--- config.mk ---
export PLATFORM = sky130hd
export DESIGN_NAME = infix_to_postfix_converter_unit
export DESIGN_NICKNAME = d
export VERILOG_FILES = /design/src/rtl/iptc_pkg.sv /design/src/rtl/infix_to_postfix_converter_unit.sv /design/src/rtl/iptc_ram.sv /design/src/rtl/iptc_front.sv /design/src/rtl/iptc_back.sv
export VERILOG_INCLUDE_DIRS = /design/src /design/src/rtl
export SDC_FILE = /design/constraint.sdc
export NUM_CORES = 1
export LEC_CHECK = 0
export BUFFER_PORTS_ARGS = -buffer_cell sky130_fd_sc_hd__buf_2
export CORE_ASPECT_RATIO = 1.1
export CORE_MARGIN = 2
export CORE_UTILIZATION = 55
export DETAILED_ROUTE_END_ITERATION = 10
export GPL_TIMING_DRIVEN = 0
export PLACE_DENSITY_LB_ADDON = 0.08
export SLEW_MARGIN = 25
export SYNTH_ARGS = -nofsm -noshare
export SYNTH_HDL_FRONTEND = slang
export SYNTH_SLANG_ARGS = --single-unit
export TNS_END_PERCENT = 1
--- constraint.sdc ---
create_clock -name clk -period 3.9 [get_ports clk]
set_clock_uncertainty 0.2 [all_clocks]
set_input_delay 0.78 -clock clk [delete_from_list [all_inputs] [get_ports clk]]
set_output_delay 0.78 -clock clk [all_outputs]
set_load 0.03 [all_outputs]
--- src/rtl/assert_macros.svh ---
// ----------------------------------------------------------------------------
// Assertion macros
// Concurrent assertion helpers used by the RTL; they compile to nothing
// when SYNTHESIS is defined.
// ----------------------------------------------------------------------------
`ifndef ASSERT_MACROS_SVH
`define ASSERT_MACROS_SVH

`ifndef SYNTHESIS
// property must hold at every rising clock edge outside reset
`define ASSERT_PROP(label, clk, rst_n, prop) \
	label: assert property (@(posedge clk) disable iff (!rst_n) (prop)) \
		else $error("assertion failed");
// condition must never be seen outside reset
`define ASSERT_NEVER(label, clk, rst_n, cond) \
	label: assert property (@(posedge clk) disable iff (!rst_n) !(cond)) \
		else $error("forbidden condition seen");
`else
`define ASSERT_PROP(label, clk, rst_n, prop)
`define ASSERT_NEVER(label, clk, rst_n, cond)
`endif

`endif

--- src/rtl/iptc_pkg.sv ---
// ----------------------------------------------------------------------------
// iptc_pkg
// Types, character codes and helper functions of the infix to postfix
// converter.
// ----------------------------------------------------------------------------
`timescale 1ns / 1ps
`default_nettype none

package iptc_pkg;

	// default operator stack depth
	localparam int STACK_DEPTH_DEF = 16;

	// command queue between front and back (power of two)
	localparam int QUEUE_DEPTH = 2;

	// characters with a meaning of their own
	localparam logic [7:0] CH_PLUS  = 8'h2B;
	localparam logic [7:0] CH_MINUS = 8'h2D;
	localparam logic [7:0] CH_MUL   = 8'h2A;
	localparam logic [7:0] CH_DIV   = 8'h2F;
	localparam logic [7:0] CH_LPAR  = 8'h28;
	localparam logic [7:0] CH_RPAR  = 8'h29;
	localparam logic [7:0] CH_UC_A  = 8'h41;
	localparam logic [7:0] CH_UC_Z  = 8'h5A;
	localparam logic [7:0] CH_LC_A  = 8'h61;
	localparam logic [7:0] CH_LC_Z  = 8'h7A;

	// command kinds
	localparam logic [1:0] KIND_LETTER = 2'd0;
	localparam logic [1:0] KIND_LPAR   = 2'd1;
	localparam logic [1:0] KIND_RPAR   = 2'd2;
	localparam logic [1:0] KIND_OPER   = 2'd3;

	// operator precedence levels
	localparam logic [1:0] PREC_LOW = 2'd0;
	localparam logic [1:0] PREC_ADD = 2'd1;
	localparam logic [1:0] PREC_MUL = 2'd2;

	// classified word handed from front to back
	typedef struct packed {
		logic [1:0] kind;
		logic [1:0] prec;
		logic [7:0] ch;
		logic       last;
	} iptc_cmd_t;

	function automatic logic [1:0] prec_of(input logic [7:0] c);
		logic [1:0] p;
		p = PREC_LOW;
		if (c == CH_PLUS || c == CH_MINUS) begin
			p = PREC_ADD;
		end else if (c == CH_MUL || c == CH_DIV) begin
			p = PREC_MUL;
		end
		return p;
	endfunction

	function automatic logic is_letter(input logic [7:0] c);
		return ((c >= CH_UC_A) && (c <= CH_UC_Z)) || ((c >= CH_LC_A) && (c <= CH_LC_Z));
	endfunction

endpackage

`default_nettype wire

--- src/rtl/infix_to_postfix_converter_unit.sv ---
// ----------------------------------------------------------------------------
// infix_to_postfix_converter_unit
// Shunting-yard converter from an infix character stream to postfix output.
// ----------------------------------------------------------------------------
// One ASCII character enters per input word; letters are passed on, brackets
// and operators are ordered through an operator stack of STACK_DEPTH entries,
// and a word with tlast set ends the expression and flushes the stack. Each
// input word gives zero or more output words; tlast marks the last of them.
// After each pop the engine waits for the stack RAM read that fetches the new
// top; this holds for operators popped, the matching '(' discarded and each
// stack entry flushed at tlast. Output stalls hold the engine. A two-word
// queue lets input be taken while the stack engine works or the output is
// stalled. No clearing pass after reset.
`timescale 1ns / 1ps
`default_nettype none

module infix_to_postfix_converter_unit #(
	parameter int STACK_DEPTH = iptc_pkg::STACK_DEPTH_DEF
) (
	input  wire logic       clk,
	input  wire logic       arst_n,
	input  wire logic       s_axis_tvalid,
	output logic            s_axis_tready,
	input  wire logic [7:0] s_axis_tdata,   // [7:0] char_code
	input  wire logic       s_axis_tlast,   // end_of_expr
	output logic            m_axis_tvalid,
	input  wire logic       m_axis_tready,
	output logic [7:0]      m_axis_tdata,   // [7:0] out_char
	output logic            m_axis_tlast,   // last_of_run
	output logic [7:0]      m_axis_tuser    // [0] has_char [1] expr_done [2] overflow
);
	import iptc_pkg::*;

	iptc_cmd_t cmd;
	logic      cmd_valid;
	logic      cmd_ready;

	// classifier and queue
	iptc_front u_front (
		.clk           (clk),
		.arst_n        (arst_n),
		.s_axis_tvalid (s_axis_tvalid),
		.s_axis_tready (s_axis_tready),
		.s_axis_tdata  (s_axis_tdata),
		.s_axis_tlast  (s_axis_tlast),
		.cmd_valid     (cmd_valid),
		.cmd_ready     (cmd_ready),
		.cmd           (cmd)
	);

	// stack engine
	iptc_back #(
		.STACK_DEPTH (STACK_DEPTH)
	) u_back (
		.clk           (clk),
		.arst_n        (arst_n),
		.cmd_valid     (cmd_valid),
		.cmd_ready     (cmd_ready),
		.cmd           (cmd),
		.m_axis_tvalid (m_axis_tvalid),
		.m_axis_tready (m_axis_tready),
		.m_axis_tdata  (m_axis_tdata),
		.m_axis_tlast  (m_axis_tlast),
		.m_axis_tuser  (m_axis_tuser)
	);

endmodule

`default_nettype wire

--- src/rtl/iptc_ram.sv ---
// ----------------------------------------------------------------------------
// iptc_ram
// Generic single write port, single read port RAM with registered read.
// ----------------------------------------------------------------------------
`timescale 1ns / 1ps
`default_nettype none

module iptc_ram #(
	parameter int WIDTH = 8,
	parameter int DEPTH = 16
) (
	input  wire logic                     clk,
	input  wire logic                     we,
	input  wire logic [$clog2(DEPTH)-1:0] waddr,
	input  wire logic [WIDTH-1:0]         wdata,
	input  wire logic [$clog2(DEPTH)-1:0] raddr,
	output logic      [WIDTH-1:0]         rdata
);

	logic [WIDTH-1:0] mem_q [DEPTH];

	// write and registered read
	always_ff @(posedge clk) begin
		if (we) begin
			mem_q[waddr] <= wdata;
		end
		rdata <= mem_q[raddr];
	end

endmodule

`default_nettype wire

--- src/rtl/iptc_front.sv ---
// ----------------------------------------------------------------------------
// iptc_front
// Accepts input words, classifies each character and queues the result
// for the stack engine.
// ----------------------------------------------------------------------------
`timescale 1ns / 1ps
`default_nettype none

module iptc_front (
	input  wire logic               clk,
	input  wire logic               arst_n,
	input  wire logic               s_axis_tvalid,
	output logic                    s_axis_tready,
	input  wire logic [7:0]         s_axis_tdata,  // [7:0] char_code
	input  wire logic               s_axis_tlast,  // end_of_expr
	output logic                    cmd_valid,
	input  wire logic               cmd_ready,
	output iptc_pkg::iptc_cmd_t     cmd
);
	import iptc_pkg::*;

	localparam int QPW = (QUEUE_DEPTH > 1) ? $clog2(QUEUE_DEPTH) : 1;
	localparam int QCW = $clog2(QUEUE_DEPTH + 1);

	iptc_cmd_t      queue_q [QUEUE_DEPTH];
	logic [QPW-1:0] wr_ptr_q;
	logic [QPW-1:0] rd_ptr_q;
	logic [QCW-1:0] fill_q;
	iptc_cmd_t      in_cmd;
	logic           wr_en;
	logic           rd_en;

	// classify the incoming character
	always_comb begin
		in_cmd.ch   = s_axis_tdata;
		in_cmd.last = s_axis_tlast;
		in_cmd.prec = prec_of(s_axis_tdata);
		if (is_letter(s_axis_tdata)) begin
			in_cmd.kind = KIND_LETTER;
		end else if (s_axis_tdata == CH_LPAR) begin
			in_cmd.kind = KIND_LPAR;
		end else if (s_axis_tdata == CH_RPAR) begin
			in_cmd.kind = KIND_RPAR;
		end else begin
			in_cmd.kind = KIND_OPER;
		end
	end

	assign s_axis_tready = (fill_q != QCW'(QUEUE_DEPTH));
	assign cmd_valid     = (fill_q != '0);
	assign cmd           = queue_q[rd_ptr_q];
	assign wr_en         = s_axis_tvalid && s_axis_tready;
	assign rd_en         = cmd_valid && cmd_ready;

	// queue storage
	always_ff @(posedge clk) begin
		if (wr_en) begin
			queue_q[wr_ptr_q] <= in_cmd;
		end
	end

	// queue pointers and fill level
	always_ff @(posedge clk or negedge arst_n) begin
		if (!arst_n) begin
			wr_ptr_q <= '0;
			rd_ptr_q <= '0;
			fill_q   <= '0;
		end else begin
			if (wr_en) begin
				wr_ptr_q <= wr_ptr_q + 1'b1;
			end
			if (rd_en) begin
				rd_ptr_q <= rd_ptr_q + 1'b1;
			end
			if (wr_en && !rd_en) begin
				fill_q <= fill_q + 1'b1;
			end else if (rd_en && !wr_en) begin
				fill_q <= fill_q - 1'b1;
			end
		end
	end

endmodule

`default_nettype wire

--- src/rtl/iptc_back.sv ---
// ----------------------------------------------------------------------------
// iptc_back
// Stack engine: runs the shunting-yard rules on queued words, keeps the
// operator stack in RAM with the top cached, and drives the output word.
// ----------------------------------------------------------------------------
`timescale 1ns / 1ps
`default_nettype none
`include "assert_macros.svh"

module iptc_back #(
	parameter int STACK_DEPTH = iptc_pkg::STACK_DEPTH_DEF
) (
	input  wire logic               clk,
	input  wire logic               arst_n,
	input  wire logic               cmd_valid,
	output logic                    cmd_ready,
	input  wire iptc_pkg::iptc_cmd_t cmd,
	output logic                    m_axis_tvalid,
	input  wire logic               m_axis_tready,
	output logic [7:0]              m_axis_tdata,  // [7:0] out_char
	output logic                    m_axis_tlast,  // last_of_run
	output logic [7:0]              m_axis_tuser   // [0] has_char [1] expr_done [2] overflow
);
	import iptc_pkg::*;

	localparam int CW = $clog2(STACK_DEPTH + 1);
	localparam int AW = $clog2(STACK_DEPTH);

	localparam logic [2:0] S_IDLE  = 3'd0;
	localparam logic [2:0] S_OPER  = 3'd1;
	localparam logic [2:0] S_RPAR  = 3'd2;
	localparam logic [2:0] S_FLUSH = 3'd3;
	localparam logic [2:0] S_WAIT  = 3'd4;
	localparam logic [2:0] S_FIN   = 3'd5;

	logic [2:0]    state_q, state_d;
	logic [2:0]    ret_q, ret_d;
	logic [2:0]    post_q;
	logic [CW-1:0] count_q;
	logic [7:0]    top_q;
	logic [1:0]    cmd_prec_q;
	logic [7:0]    cmd_ch_q;
	logic          cmd_end_q;
	logic          ovf_q;
	logic          held_valid_q;
	logic [7:0]    held_ch_q;
	logic          out_valid_q;
	logic [7:0]    out_ch_q;
	logic          out_has_q, out_last_q, out_done_q, out_ovf_q;

	logic          step_en;
	logic          empty, full;
	logic          do_emit, do_pop, do_push, set_ovf, fin;
	logic [7:0]    emit_ch, push_ch;
	logic          load_out;
	logic [2:0]    post_in;
	logic [CW-1:0] cnt_m2;
	logic [7:0]    rdata;

	assign step_en = !out_valid_q || m_axis_tready;
	assign empty   = (count_q == '0);
	assign full    = (count_q == CW'(STACK_DEPTH));
	assign post_in = cmd.last ? S_FLUSH : S_FIN;
	assign post_q  = cmd_end_q ? S_FLUSH : S_FIN;
	assign cnt_m2  = count_q - CW'(2);

	// stack body below the cached top
	iptc_ram #(
		.WIDTH (8),
		.DEPTH (STACK_DEPTH)
	) u_stack (
		.clk   (clk),
		.we    (do_push),
		.waddr (count_q[AW-1:0]),
		.wdata (push_ch),
		.raddr (cnt_m2[AW-1:0]),
		.rdata (rdata)
	);

	// sequencer decisions
	always_comb begin
		state_d   = state_q;
		ret_d     = ret_q;
		do_emit   = 1'b0;
		emit_ch   = top_q;
		do_pop    = 1'b0;
		do_push   = 1'b0;
		push_ch   = cmd_ch_q;
		set_ovf   = 1'b0;
		cmd_ready = 1'b0;
		fin       = 1'b0;
		unique case (state_q)
			S_IDLE: begin
				if (step_en && cmd_valid) begin
					cmd_ready = 1'b1;
					unique case (cmd.kind)
						KIND_LETTER: begin
							do_emit = 1'b1;
							emit_ch = cmd.ch;
							state_d = post_in;
						end
						KIND_LPAR: begin
							push_ch = cmd.ch;
							if (full) begin
								set_ovf = 1'b1;
							end else begin
								do_push = 1'b1;
							end
							state_d = post_in;
						end
						KIND_RPAR: state_d = S_RPAR;
						KIND_OPER: state_d = S_OPER;
					endcase
				end
			end
			S_OPER: begin
				if (step_en) begin
					if (!empty && top_q != CH_LPAR && prec_of(top_q) >= cmd_prec_q) begin
						do_emit = 1'b1;
						do_pop  = 1'b1;
						ret_d   = S_OPER;
						state_d = S_WAIT;
					end else begin
						if (full) begin
							set_ovf = 1'b1;
						end else begin
							do_push = 1'b1;
						end
						state_d = post_q;
					end
				end
			end
			S_RPAR: begin
				if (step_en) begin
					if (empty) begin
						state_d = post_q;
					end else if (top_q == CH_LPAR) begin
						do_pop  = 1'b1;
						ret_d   = post_q;
						state_d = S_WAIT;
					end else begin
						do_emit = 1'b1;
						do_pop  = 1'b1;
						ret_d   = S_RPAR;
						state_d = S_WAIT;
					end
				end
			end
			S_FLUSH: begin
				if (step_en) begin
					if (empty) begin
						state_d = S_FIN;
					end else begin
						// a left parenthesis left over is dropped silently
						do_emit = (top_q != CH_LPAR);
						do_pop  = 1'b1;
						ret_d   = S_FLUSH;
						state_d = S_WAIT;
					end
				end
			end
			// new top arrives from the RAM; never stalled
			S_WAIT: state_d = ret_q;
			S_FIN: begin
				if (step_en) begin
					fin     = 1'b1;
					state_d = S_IDLE;
				end
			end
			default: state_d = S_IDLE;
		endcase
	end

	// a held word goes out once the next one is known, or at the end of the run
	assign load_out = (do_emit && held_valid_q) ||
		(fin && (held_valid_q || cmd_end_q || ovf_q));

	// control state
	always_ff @(posedge clk or negedge arst_n) begin
		if (!arst_n) begin
			state_q      <= S_IDLE;
			ret_q        <= S_IDLE;
			count_q      <= '0;
			ovf_q        <= 1'b0;
			held_valid_q <= 1'b0;
			out_valid_q  <= 1'b0;
		end else begin
			state_q <= state_d;
			ret_q   <= ret_d;
			if (do_push) begin
				count_q <= count_q + 1'b1;
			end else if (do_pop) begin
				count_q <= count_q - 1'b1;
			end
			if (cmd_ready) begin
				ovf_q <= set_ovf;
			end else if (set_ovf) begin
				ovf_q <= 1'b1;
			end
			if (do_emit) begin
				held_valid_q <= 1'b1;
			end else if (fin) begin
				held_valid_q <= 1'b0;
			end
			if (load_out) begin
				out_valid_q <= 1'b1;
			end else if (m_axis_tready) begin
				out_valid_q <= 1'b0;
			end
		end
	end

	// payload registers
	always_ff @(posedge clk) begin
		if (cmd_ready) begin
			cmd_prec_q <= cmd.prec;
			cmd_ch_q   <= cmd.ch;
			cmd_end_q  <= cmd.last;
		end
		if (do_push) begin
			top_q <= push_ch;
		end else if (state_q == S_WAIT) begin
			top_q <= rdata;
		end
		if (do_emit) begin
			held_ch_q <= emit_ch;
		end
		if (load_out) begin
			out_ch_q   <= held_valid_q ? held_ch_q : 8'h00;
			out_has_q  <= held_valid_q;
			out_last_q <= fin;
			out_done_q <= fin && cmd_end_q;
			out_ovf_q  <= ovf_q;
		end
	end

	assign m_axis_tvalid = out_valid_q;
	assign m_axis_tdata  = out_ch_q;
	assign m_axis_tlast  = out_last_q;
	assign m_axis_tuser  = {5'b0, out_ovf_q, out_done_q, out_has_q};

	// checks
	`ASSERT_NEVER(a_count_range, clk, arst_n, count_q > CW'(STACK_DEPTH))
	`ASSERT_PROP(a_wait_after_pop, clk, arst_n, (state_q == S_WAIT) |-> ($past(count_q) == count_q + 1'b1))
	`ASSERT_PROP(a_idle_nothing_held, clk, arst_n, (state_q == S_IDLE) |-> !held_valid_q)
	`ASSERT_PROP(a_load_only_when_free, clk, arst_n, load_out |-> step_en)

endmodule

`default_nettype wire

Word level (Yosys, flattened, before mapping)

Memories as Yosys holds them, arrays and structs flattened. A register that Yosys moved wholly into a read port is not among the register bits.
Index checks and enable logic that the tools add are counted.

$add $sub $neg: 7
Magnitude comparators: 5
Equal/unequal tests: 30
Multiplexer cells: 80
Reduce and logical (&&, ||, !) cells: 40

Operators with widths:

| kind                                                                              | count |
|---|---|
| 8-bit by 6-bit equality test with 1-bit output (second input constant)            | 11 |
| 8-bit two-way mux                                                                 | 8 |
| 3-bit two-way mux                                                                 | 16 |
| 1-bit two-way mux                                                                 | 37 |
| 2-bit two-way mux                                                                 | 10 |
| 3-bit one-hot mux with 3 select lines                                             | 2 |
| 3-bit one-hot mux with 6 select lines                                             | 1 |
| 8-bit by 7-bit >= comparator with 1-bit output (second input constant)            | 2 |
| 8-bit by 7-bit less-or-equal comparator with 1-bit output (second input constant) | 2 |
| 2-bit nonzero test                                                                | 7 |
| 1-bit logical AND                                                                 | 12 |
| 2-bit by 1-bit != test with 1-bit output (second input constant)                  | 6 |
| 5-bit two-way mux                                                                 | 2 |
| 1-bit logical OR                                                                  | 9 |
| 8-bit by 6-bit != test with 1-bit output (second input constant)                  | 1 |
| 7-bit AND reduction                                                               | 1 |
| 3-bit by 2-bit equality test with 1-bit output (second input constant)            | 2 |
| 3-bit equality test (second input constant)                                       | 2 |
| 2-bit != test (second input constant)                                             | 3 |
| 1-bit one-hot mux with 2 select lines                                             | 3 |
| 5-bit by 1-bit adder with 5-bit output (second input constant)                    | 1 |
| 5-bit equality test (second input constant)                                       | 1 |
| 5-bit logical NOT                                                                 | 1 |
| 5-bit AND reduction                                                               | 1 |
| 15 further kinds                                                                  | 21 |

Register bits after elaboration: 57
Bits in writable memories: 154
Output and inout bits: 19
Word-level logic and storage cells: 183
Memories kept: 2

Memories:

| name                 | depth | bits a word | rd ports | clocked after memory_dff | write ports | line             | source |
|---|---|---|---|---|---|---|---|
| u_back.u_stack.mem_q | 16    | 8           | 1        | 1                        | 1           | iptc_ram.sv:20   | `logic [WIDTH-1:0] mem_q [DEPTH];` |
| u_front.queue_q      | 2     | 13          | 1        | 0                        | 1           | iptc_front.sv:25 | `iptc_cmd_t queue_q [QUEUE_DEPTH];` |

Longest topological paths before layout

Gate-level depths: netlist of run 1.

Word-level depth: 14
Mapped depth: 18
Mapped depth without buffers: 17

Modules after synthesis

From an unflattened synthesis of run 1, not the netlist that was laid out.

Cell total of the unflattened synthesis: 555
Area, all modules: 9,253.9 um^2

By module, submodules not included:

| module     | times used | cells each | area an instance (um^2) | seq. area each (um^2) |
|---|---|---|---|---|
| iptc_ram   | 1          | 229        | 5,147.4                 | 4,003.8 |
| iptc_back  | 1          | 248        | 2,844.0                 | 1,521.5 |
| iptc_front | 1          | 78         | 1,262.5                 | 880.8 |

Least setup slack after synthesis of run 1

OpenSTA, ideal clock, no wires.

Path type: input port to flip-flop
From: input port m_axis_tready
To: memory u_back.u_stack.mem_q[1][0], enable pin
Arrival: 3.213 ns
Data required time: 3.305 ns
Slack: 0.093 ns
Stages: 9
Buffers on the path: 4
Cells stage by stage: nor2b_1 buf_2 or4_1 buf_2 or3_1 buf_6 and2_4 buf_6 nor4_1

Cells in the longest elaborated chain, start to end: 6

RTL lines:

| item                                        | line                                  | source |
|---|---|---|
| start: declaration                          | infix_to_postfix_converter_unit.sv:27 | `input wire logic m_axis_tready,` |
| 1-bit logical OR (*)                        | iptc_back.sv:60                       | `assign step_en = !out_valid_q \|\| m_axis_tready;` |
| 1-bit logical AND                           | iptc_back.sv:94                       | `if (step_en && cmd_valid) begin` |
| 1-bit two-way mux                           | iptc_back.sv:94                       |  |
| 1-bit one-hot mux with 2 select lines (*)   | iptc_back.sv:92                       | `unique case (state_q)` |
| 1-bit two-way mux (*)                       | iptc_ram.sv:24                        | `if (we) begin` |
| 1-bit two-way mux (implied by the code) (*) | iptc_ram.sv:25                        | `mem_q[waddr] <= wdata;` |
| end: declaration                            | iptc_ram.sv:20                        |  |

Mark *: on every way between the ends. The rest lies on a longest branch, timed or not.

Final worst setup path of run 1

From: register u_back.top_q[7]
To: register u_back.count_q[4]

Cells in the longest elaborated chain, start to end: 12

RTL lines:

| item                                                    | line             | source |
|---|---|---|
| start: declaration                                      | iptc_back.sv:40  | `logic [7:0] top_q;` |
| start signal: assignment                                | iptc_back.sv:221 | `top_q <= push_ch;` |
| start signal: assignment                                | iptc_back.sv:223 | `top_q <= rdata;` |
| 8-bit by 6-bit equality test with 1-bit output          | iptc_pkg.sv:53   | `end else if (c == CH_MUL \|\| c == CH_DIV) begin` |
| 1-bit logical OR                                        | iptc_pkg.sv:53   |  |
| 2-bit two-way mux                                       | iptc_pkg.sv:53   |  |
| 2-bit two-way mux                                       | iptc_pkg.sv:51   | `if (c == CH_PLUS \|\| c == CH_MINUS) begin` |
| 2-bit two-way mux                                       | iptc_back.sv:117 | `if (step_en) begin` |
| 2-bit two-way mux                                       | iptc_back.sv:92  |  |
| 2-bit >= comparator                                     | iptc_back.sv:118 | `if (!empty && top_q != CH_LPAR && prec_of(top_q) >= cmd_prec_q) begin` |
| 1-bit logical AND (*)                                   | iptc_back.sv:118 |  |
| 1-bit two-way mux                                       | iptc_back.sv:118 |  |
| 1-bit two-way mux                                       | iptc_back.sv:117 |  |
| 1-bit one-hot mux with 2 select lines                   | iptc_back.sv:92  |  |
| 5-bit two-way mux or 2-bit nonzero test (tied branches) | n/a              |  |
| end signal: assignment                                  | iptc_back.sv:191 | `count_q <= count_q + 1'b1;` |
| end signal: assignment                                  | iptc_back.sv:193 | `count_q <= count_q - 1'b1;` |
| end: declaration                                        | iptc_back.sv:39  | `logic [CW-1:0] count_q;` |

Mark *: on every way between the ends. The rest lies on a longest branch, timed or not. The select of a mux whose other input is x is not followed.
A chain may end at the register's enable or synchronous reset.

==> flow_summary.ini, run 1 <==
[run_status]
outcome = complete, no violations

[synthesis]
ys_seq_area_frac = 0.708
synth_compound_area_frac = 0.0407
synthMuxAreaShare = 0.140
yosysWarnings = 0
synth-seq-cells = 219
synth.distinct_cells = 54
synth-simple-area-share = 0.0625
synth-xor-area-share = 0.0116
synth_most_common_cell = edfxtp_1
yosys-top-cells-count = 193 x edfxtp_1, 40 x mux4_2, 40 x nor2_1
synth_ff_type = edfxtp_1
syn_area_per_cell_um2 = 17.2
synth-adder-area-share = 0.0133
synth_top_family_by_area = multiplexers
synth_area_leaders = edfxtp_1 64%, mux4_2 10%, dfrtp_1 5.0%
synth_top_area_share = 0.641
synth-async-reset-ratio = 0.0822
synth_edf_count = 193
synth.cell_area_um2 = 9040
netlist_instances = 525
yosysTopAreaCell = edfxtp_1

[setup_path]
critPathCapture = u_back.count_q[4]$_DFFE_PN0P_
worstSetupStartpoint = u_back.top_q[7]$_DFFE_PP_
critical_path_class = register to register
reg2reg_to = u_back.count_q[4]$_DFFE_PN0P_
r2r-start = u_back.top_q[7]$_DFFE_PP_
cp-start-kind = register
critPathMaxFanout = 10
r2r_setup_slack_ps = 130
r2r_cells = 18
arrival_ps = 3990
required_ps = 4120
cp-end-kind = register

[global_route]
track_usage = 0.208
antenna_found_initial = 0
grt_pass1_vias = 4894
gr-total-overflow = 0
grt_max_degree = 19
grt_pass1_wl_mm = 27.9

[placed_design]
dp_hpwl_mm = 12.3
dp_cells = 763
portBuffers = 26
gp_congestion = 0.873
placed_cell_area_um2 = 9510

[floorplan]
fp.coreArea_um2 = 16200
die_area_um2 = 17500
die_h_um = 138
start_util = 0.557
io_pins = 32
row_count = 49
die_w_um = 126

[power_and_ir_drop]
design_power_total_mw = 8.85
vdd_drop_max_v = 0.000376
p_int_mw = 5.90
switching_power_mw = 2.96
swShare = 0.334
seqPwrFrac = 0.407
p_per_area_nw_per_um2 = 860
clockPowerShare = 0.233
power_frac_comb = 0.360
p_leak_nw = 3.55

[timing]
rsz0062_at_grt = yes
setup_viol = 0
fmax_mhz = 265
slew_violations = 0
max_slew.worst_pin.slew_ps = 959
fin_crit_ps = 3770
fin_crit_sh = 0.967
slew_headroom = 0.361
hold_viol = 0

[cts]
ctsHoldBuffers = 0
clkTransAtPathRegs_ps = 60
clk_latency_ps = 500
h-tree-depth = 1
cts_tree = built
clockBufferDepth = 3
cts_root_buf = clkbuf_16
cts_num_sinks = 219
cts_made_buffers = 23

[route]
drc = 0
first_pass_iters = 6
via_count = 4715
drt.antenna.violating_nets = 0
first_iter_violations = 409
vias_per_cell = 5.84
wl_mm = 17.7
wl_per_cell_um = 22.0

[finish]
fillers = 1145
antenna_cells = 0
drive_above_1_share = 0.282
finalNonFillerCells = 807
fin_area_um2 = 10300
nets = 609
syn_to_final_growth_pct = 13.8

[worst_hold_path]
hold_class = input port to asynchronous set/reset pin

[job]
max-cap-violations = 0
==> power groups by stage <==
stage	logic [mW]	registers (mW)	clock network (mW)
after floorplan	2.16	3.70	0
after global placement	3.01	3.63	0
after detailed placement	3.16	3.65	0
after CTS	3.18	3.60	2.11
after global routing	3.46	3.65	2.20
final	3.18	3.60	2.07
==> metal layers <==
metal,vias up,part of all wire,GRT usage
met5,-,0,0
met4,0,0.017,0.0440
met3,28,0.040,0.0298
met2,103,0.55,0.388
met1,2409,0.39,0.259
li1,2175,-,-
==> metrics by stage <==
| step | setup TNS, ps | hold WS [ps] | utilization | setup WS [ps] |
|---|---|---|---|---|
| after floorplan | 0 | 248 | - | 92.8 |
| after global placement | -44140 | 277 | 0.581 | -954 |
| after detailed placement | -14060 | 275 | 0.585 | -422 |
| after CTS | 0 | 30.5 | 0.631 | 16.4 |
| after global routing | -85.3 | 44.3 | 0.634 | -85.3 |
| final | 0 | 22.6 | 0.634 | 130 |
==> worst max-delay path: stages (launching register included) <==
cell and delay [ps]:
edfxtp_1 390, nor2_1 180, and3_1 220, nand3_1 90, ha_1 270, nand2b_1 150
a21oi_1 330, o311ai_2 170, clkbuf_8 200, nand2_1 170, nand2_2 110, buf_4 170
ha_1 290, nor2b_1 130, o21ai_0 140, nand2b_1 130, nand3_1 100, o21ai_0 80
o21ai_0 170
==> flip-flops by register name, indices dropped and copies added (netlist names), 2 cells and up <==
register and count:
u_back.cmd_ch_q 8, u_back.u_stack.rdata 8, u_back.held_ch_q 8, u_back.top_q 8
u_back.m_axis_tdata 8, u_back.state_q 3, u_back.cmd_prec_q 2, u_back.ret_q 3
u_front.queue_q 26, u_front.fill_q 2, u_back.u_stack.mem_q 128, u_back.count_q 5
==> final cells by class <==
cell class | count | area, um2 | area share
Tap cell | 204 | 255 | 0.0248
Inverter | 10 | 37.5 | 0.00365
Buffer | 31 | 183 | 0.0177
Clock buffer | 26 | 587 | 0.0570
Multi-Input combinational cell | 269 | 2520 | 0.245
Clock inverter | 15 | 133 | 0.0129
Timing Repair Buffer | 33 | 173 | 0.0168
Sequential cell | 219 | 6410 | 0.622
==> repair_timing <==
item | 4_1_cts | 5_1_grt
resized for setup | 6 | 6
pin swaps | 1 | 1
setup buffers | 0 | 3
endpoints found under the setup margin | 9 | 37
gates cloned | 0 | 0
==> cells in the final DEF, fill, tap and decap left out, types with 4 or more instances in the layout <==
| master | instances |
|---|---|
| a21oi_1 | 20 |
| a31oi_1 | 4 |
| and2_1 | 9 |
| and3_1 | 6 |
| buf_1 | 4 |
| buf_2 | 32 |
| buf_4 | 11 |
| clkbuf_1 | 15 |
| clkbuf_16 | 23 |
| clkinv_1 | 5 |
| clkinvlp_4 | 4 |
| conb_1 | 5 |
| dfrtp_1 | 18 |
| dfxtp_1 | 8 |
| edfxtp_1 | 193 |
| ha_1 | 8 |
| inv_1 | 9 |
| mux2_2 | 28 |
| mux2i_1 | 5 |
| mux4_2 | 40 |
| nand2_1 | 16 |
| nand2b_1 | 7 |
| nand3_1 | 8 |
| nor2_1 | 36 |
| nor2_2 | 5 |
| o21ai_0 | 8 |
| o22ai_1 | 9 |
| xnor2_1 | 6 |
| xor2_1 | 5 |
==> cells by family (layout without fill, tap and decap cells) <==
| group | after synthesis | after routing |
|---|---|---|
| flip-flops | 219 | 219 |
| AND/OR/NAND/NOR | 112 | 112 |
| multiplexers | 73 | 73 |
| AO/OA/AOI/OAI | 58 | 58 |
| buffers and inverters | 41 | 115 |
| XOR/XNOR | 12 | 12 |
| adder cells (fa/ha/maj) | 9 | 9 |
| other | 1 | 5 |
==> how the worst min path moves through the flow <==
stage	slack [ps]	endpoint	cells past startpoint	startpoint
final	20	u_back.held_valid_q$_DFFE_PN0P_	1	arst_n
after global placement	280	u_front.wr_ptr_q$_DFFE_PN0P_	1	u_front.wr_ptr_q$_DFFE_PN0P_
after global routing	40	u_front.wr_ptr_q$_DFFE_PN0P_	1	arst_n
after detailed placement	270	u_back.ret_q[2]$_DFFE_PN0P_	2	u_back.ret_q[2]$_DFFE_PN0P_
after CTS	30	u_front.wr_ptr_q$_DFFE_PN0P_	1	arst_n
after floorplan	250	u_back.out_ovf_q$_DFFE_PP_	0	u_back.ovf_q$_DFFE_PN0P_
(Power assumes the default switching activity.)
==> run 2, diff against run 1 <==
--- a/config.mk
+++ b/config.mk
@@ -13,6 +13,7 @@
 export DETAILED_ROUTE_END_ITERATION = 10
 export GPL_TIMING_DRIVEN = 0
 export PLACE_DENSITY_LB_ADDON = 0.08
+export REMOVE_ABC_BUFFERS = 1
 export SLEW_MARGIN = 25
 export SYNTH_ARGS = -nofsm -noshare
 export SYNTH_HDL_FRONTEND = slang
==> run 2 against run 1 <==
Net effect:
- flip-flop and latch count unchanged
- hold slack got worse by 6.7 ps
- clock power decreased by 4%
- core utilization decreased by 0.97 points
- combinational power decreased by 7.2%
- total power decreased by 1.5%
- sequential power increased by 5%
- die area unchanged
- cell count decreased by 3.7%
- via count decreased by 1.9%
==> flow_summary.ini, run 2 (synthesized netlist as in run 1, its figures left out) <==
[cts]
cts_root_buf = clkbuf_16
clk_latency_ps = 500
clockBufferDepth = 3
cts_made_buffers = 23
cts_num_sinks = 219
h-tree-depth = 1
cts_tree = built
clkTransAtPathRegs_ps = 60

[run_status]
outcome = complete, no violations

[finish]
fin_area_um2 = 10100
antenna_cells = 0
nets = 578
regMostFlops = u_back.u_stack.mem_q
drive_above_1_share = 0.276
largest_reg_flops = 128
finalNonFillerCells = 777
largest_registers = u_back.u_stack.mem_q x128, u_front.queue_q x26
syn_to_final_growth_pct = 12.1
final_common_cell = edfxtp_1
final_cell_mix = 193 x edfxtp_1, 40 x mux4_2, 35 x nor2_1

[timing]
setup_viol = 0
fin_crit_ps = 3680
rsz0062_at_grt = no
fin_crit_sh = 0.944
fmax_mhz = 272
slew_headroom = 0.365
hold_viol = 0
max_slew.worst_pin.slew_ps = 949
slew_violations = 0

[global_route]
grt-busiest-layer = met2
grtUsageMet2 = 0.364
grt_pass1_wl_mm = 27.2
antenna_found_initial = 0
track_usage = 0.205
grt_pass1_vias = 4867
use_met3 = 0.0317
grtUsageMet1 = 0.264
grt_max_degree = 38
gr-total-overflow = 0

[job]
max-cap-violations = 0

[route]
via_count = 4626
first_pass_iters = 5
drc = 0
drt.antenna.violating_nets = 0
vias_per_cell = 5.95
first_iter_violations = 444
wl_mm = 17.4
wl_per_cell_um = 22.4

[power_and_ir_drop]
vdd_drop_max_v = 0.000445
p_leak_nw = 3.47
p_per_area_nw_per_um2 = 860

[placed_design]
dp_cells = 734
gp_congestion = 0.892
portBuffers = 26
placed_cell_area_um2 = 9410
dp_hpwl_mm = 11.5

[floorplan]
fp.coreArea_um2 = 16200
die_area_um2 = 17500
io_pins = 32
die_w_um = 126
start_util = 0.557
die_h_um = 138
row_count = 49

[setup_path]
cp-end-kind = register
required_ps = 3830
cp-start-kind = register
critPathMaxFanout = 19
arrival_ps = 3610
critical_path_class = register to register

[worst_hold_path]
hold_class = input port to asynchronous set/reset pin
run 2: cell types whose count changed in the layout (fill, tap and decap cells not counted), sizes merged:
cell / change
clkbuf: -10
clkinvlp: -3
buf: -17
bufinv: -1
clkinv: +1
run 2: cell type report:
type,instances,area [um2]
clock buffers,30,602
clock inverters,12,88.8
flip-flops and latches,219,6410
inverters,10,37.5
fillers,1197,6110
well taps,204,255
repair buffers,33,213
multi-input cells,269,2530
run 2: critical path: stages (launching register included):
cell and delay (ps):
dfrtp_1 490, or2_1 280, or4_1 550, or3_4 550
and2_4 230, or3_4 370, nor3_2 630
run 2: path summary, 6_finish.rpt:
check | from | endpoint | slack, ps | depth (start not counted)
max reg2reg | u_back.state_q[1]$_DFFE_PN0P_ | u_back.u_stack.mem_q[4][5]$_DFFE_PP_ | 220 | 6
max | u_back.state_q[1]$_DFFE_PN0P_ | u_back.u_stack.mem_q[4][5]$_DFFE_PP_ | 220 | 6
min reg2reg | u_back.ret_q[2]$_DFFE_PN0P_ | u_back.ret_q[2]$_DFFE_PN0P_ | 300 | 2
max in group asynchronous | arst_n | u_back.count_q[0]$_DFFE_PN0P_ | 3140 | 1
min | arst_n | u_back.count_q[2]$_DFFE_PN0P_ | 20 | 1
min in group clk | s_axis_tlast | u_front.queue_q[0][0]$_DFFE_PP_ | 270 | 1
run 2: where the power goes:
part	total [mW]	internal (mW)	switching [mW]	leakage [nW]
logic	2.95	1.23	1.72	1.09
clock network	1.99	1.16	0.835	0.341
registers	3.78	3.41	0.364	2.04
total	8.72	5.80	2.92	3.47
run 2: what timing repair did:
| action | 4_1_cts | 5_1_grt |
|---|---|---|
| pin swaps | 1 | 0 |
| endpoints found under the setup margin | 26 | 37 |
| buffers inserted | 1 | 0 |
| resized for setup | 2 | 7 |
| hold buffers | 0 | 0 |
run 2: metrics by stage:
step	setup TNS, ps	worst slack [ps]	util	power, mW	hold slack (ps)
3_3_place_gp	-206870	-1920	0.571	6.59	277
5_1_grt	0	4.84	0.624	9.17	23.6
4_1_cts	0	113	0.623	8.79	15.5
6_report	0	219	0.624	8.72	15.9
3_5_place_dp	-34270	-557	0.579	6.76	297
2_1_floorplan	-8000	-614	-	5.77	248
run 2: metal layers:
| metal | up-vias | wire length [um] |
|---|---|---|
| li1 | 2112 | - |
| met1 | 2345 | 6820 |
| met2 | 146 | 9330 |
| met3 | 23 | 822 |
| met4 | 0 | 395 |
| met5 | - | 0 |
==> run 3, diff against run 2 <==
--- a/config.mk
+++ b/config.mk
@@ -7,9 +7,8 @@
 export NUM_CORES = 1
 export LEC_CHECK = 0
 export BUFFER_PORTS_ARGS = -buffer_cell sky130_fd_sc_hd__buf_2
-export CORE_ASPECT_RATIO = 1.1
 export CORE_MARGIN = 2
-export CORE_UTILIZATION = 55
+export CORE_UTILIZATION = 45
 export DETAILED_ROUTE_END_ITERATION = 10
 export GPL_TIMING_DRIVEN = 0
 export PLACE_DENSITY_LB_ADDON = 0.08
==> run 3 against run 2 <==
Net effect:
- cell count grew 8.1%
- final area grew 1.5%
- critical path depth is the same
- total power grew 1.9%
- combinational power is essentially flat
- core utilization shrank 9.9 points
- maximum frequency shrank 1.2%
- non-clock buffer count grew 2
- critical path type unchanged
- highest routed layer unchanged
==> flow_summary.ini, run 3 (synthesized netlist as in run 1, its figures left out) <==
[floorplan]
die_w_um = 146
start_util = 0.462
fp.coreArea_um2 = 19600
io_pins = 32
die_area_um2 = 21200
row_count = 51
die_h_um = 146

[route]
wl_per_cell_um = 21.6
first_pass_iters = 4
wl_mm = 18.1
drt.antenna.violating_nets = 0
vias_per_cell = 5.47
first_iter_violations = 300
drc = 0
via_count = 4596

[finish]
drive_above_1_share = 0.282
fillers = 1625
largest_registers = u_back.u_stack.mem_q x128, u_front.queue_q x26
nets = 581
final_common_cell = edfxtp_1
antenna_cells = 0
multi_input_area_um2 = 2530
syn_to_final_growth_pct = 13.7
largest_reg_flops = 128
finalNonFillerCells = 840
seqCellArea_um2 = 6410
final_cell_mix = 193 x edfxtp_1, 40 x mux4_2, 37 x nor2_1
regMostFlops = u_back.u_stack.mem_q

[timing]
setup_slack_ps = 175
setup_viol = 0
fin_crit_ps = 3730
slew_headroom = 0.366
slew_violations = 0
max_slew.worst_pin.slew_ps = 948
hold_viol = 0
fin_crit_sh = 0.955
rsz0062_at_grt = yes
fmax_mhz = 268

[power_and_ir_drop]
p_per_area_nw_per_um2 = 863
swShare = 0.336
p_leak_nw = 3.50
vdd_drop_max_v = 0.000391
switching_power_mw = 2.98
p_int_mw = 5.90
clockPowerShare = 0.240
power_frac_comb = 0.335
seqPwrFrac = 0.425
design_power_total_mw = 8.88

[setup_path]
cp_common_cell = or3_4
crit_family = simple AND/OR/NAND/NOR gates
required_ps = 3840
cpPeakStageDelay_ps = 650
cpMaxStageDelayCell = nor2_1
critPathMaxFanout = 19
arrival_ps = 3660
critical_path_class = register to register
worstPathCellList = or2_1 > or4_1 > or3_4 > and2_4 > or3_4 > nor2_1
cp-start-kind = register
crit_buf_inv = 0
cp-end-kind = register

[cts]
cts_tree = built
clkTransAtPathRegs_ps = 60
cts_root_buf = clkbuf_16
cts_made_buffers = 24
clk_latency_ps = 520
cts_num_sinks = 219
h-tree-depth = 1
ctsHoldBuffers = 0
clockBufferDepth = 3

[placed_design]
place_ws_ps = -662
gp_congestion = 0.850
dp_hpwl_mm = 12.0
portBuffers = 26
dp_cells = 797

[global_route]
grt_pass1_wl_mm = 28.2
gr-total-overflow = 0
grt_max_degree = 32
antenna_found_initial = 0
track_usage = 0.176
grt_pass1_vias = 4705

[job]
max-cap-violations = 0

[worst_hold_path]
hold_class = input port to asynchronous set/reset pin

[run_status]
outcome = complete, no violations
[run 3: stage by stage]
step	hold WS [ps]	setup TNS [ps]	util	cell area, um2
after floorplan	248	-8000	-	8890
after global placement	277	-236310	0.477	9350
after detailed placement	283	-42330	0.484	9480
after CTS	4.60	0	0.524	10300
after global routing	32.6	-1.14	0.525	10300
final	6.37	0	0.525	10300
[run 3: worst reg2reg max path, stage by stage, from the launching register on]
cell and delay (ps):
dfrtp_1 500, or2_1 280, or4_1 570, or3_4 560, and2_4 230, or3_4 360
nor2_1 650
[run 3: layout make-up]
| class | count | share of cell area |
|---|---|---|
| timing repair buffer | 35 | 0.0210 |
| sequential | 219 | 0.623 |
| multi-input combinational | 269 | 0.246 |
| clock buffer | 32 | 0.0642 |
| tap | 265 | 0.0322 |
| inverter | 10 | 0.00389 |
| clock inverter | 10 | 0.00876 |
[run 3: worst paths after layout]
path | start | end | slack [ps] | cells after the start
worst max-delay path | u_back.state_q[0]$_DFFE_PN0P_ | u_back.u_stack.mem_q[6][1]$_DFFE_PP_ | 170 | 6
worst min-delay path | arst_n | u_back.ret_q[2]$_DFFE_PN0P_ | 6 | 1
worst max register to register | u_back.state_q[0]$_DFFE_PN0P_ | u_back.u_stack.mem_q[6][1]$_DFFE_PP_ | 170 | 6
worst min register to register | u_back.ret_q[2]$_DFFE_PN0P_ | u_back.ret_q[2]$_DFFE_PN0P_ | 280 | 2
max in group asynchronous | arst_n | u_back.count_q[0]$_DFFE_PN0P_ | 3160 | 1
min in group clk | s_axis_tlast | u_front.queue_q[0][0]$_DFFE_PP_ | 270 | 1
[run 3: what timing repair did]
item                       in CTS  in global routing
setup buffers                   1                  0
setup endpoints to repair      57                 77
cloned                          0                  0
resized for setup               3                  9
pin swaps                       1                  0
[run 3: metal layers]
metal  up-vias  share of wire  GRT usage
met1      2320           0.43      0.241
met5         -              0          0
met3        28          0.044     0.0232
li1       2117              -          -
met2       131           0.50      0.297
met4         0          0.023     0.0520
[run 3: power groups by stage]
stage                     registers, mW  clock network [mW]  logic [mW]
after floorplan                    3.91                   0        1.86
after global placement             3.92                   0        2.72
after detailed placement           3.82                   0        2.97
after CTS                          3.77                2.19        3.00
after global routing               3.84                2.27        3.26
final                              3.77                2.13        2.97
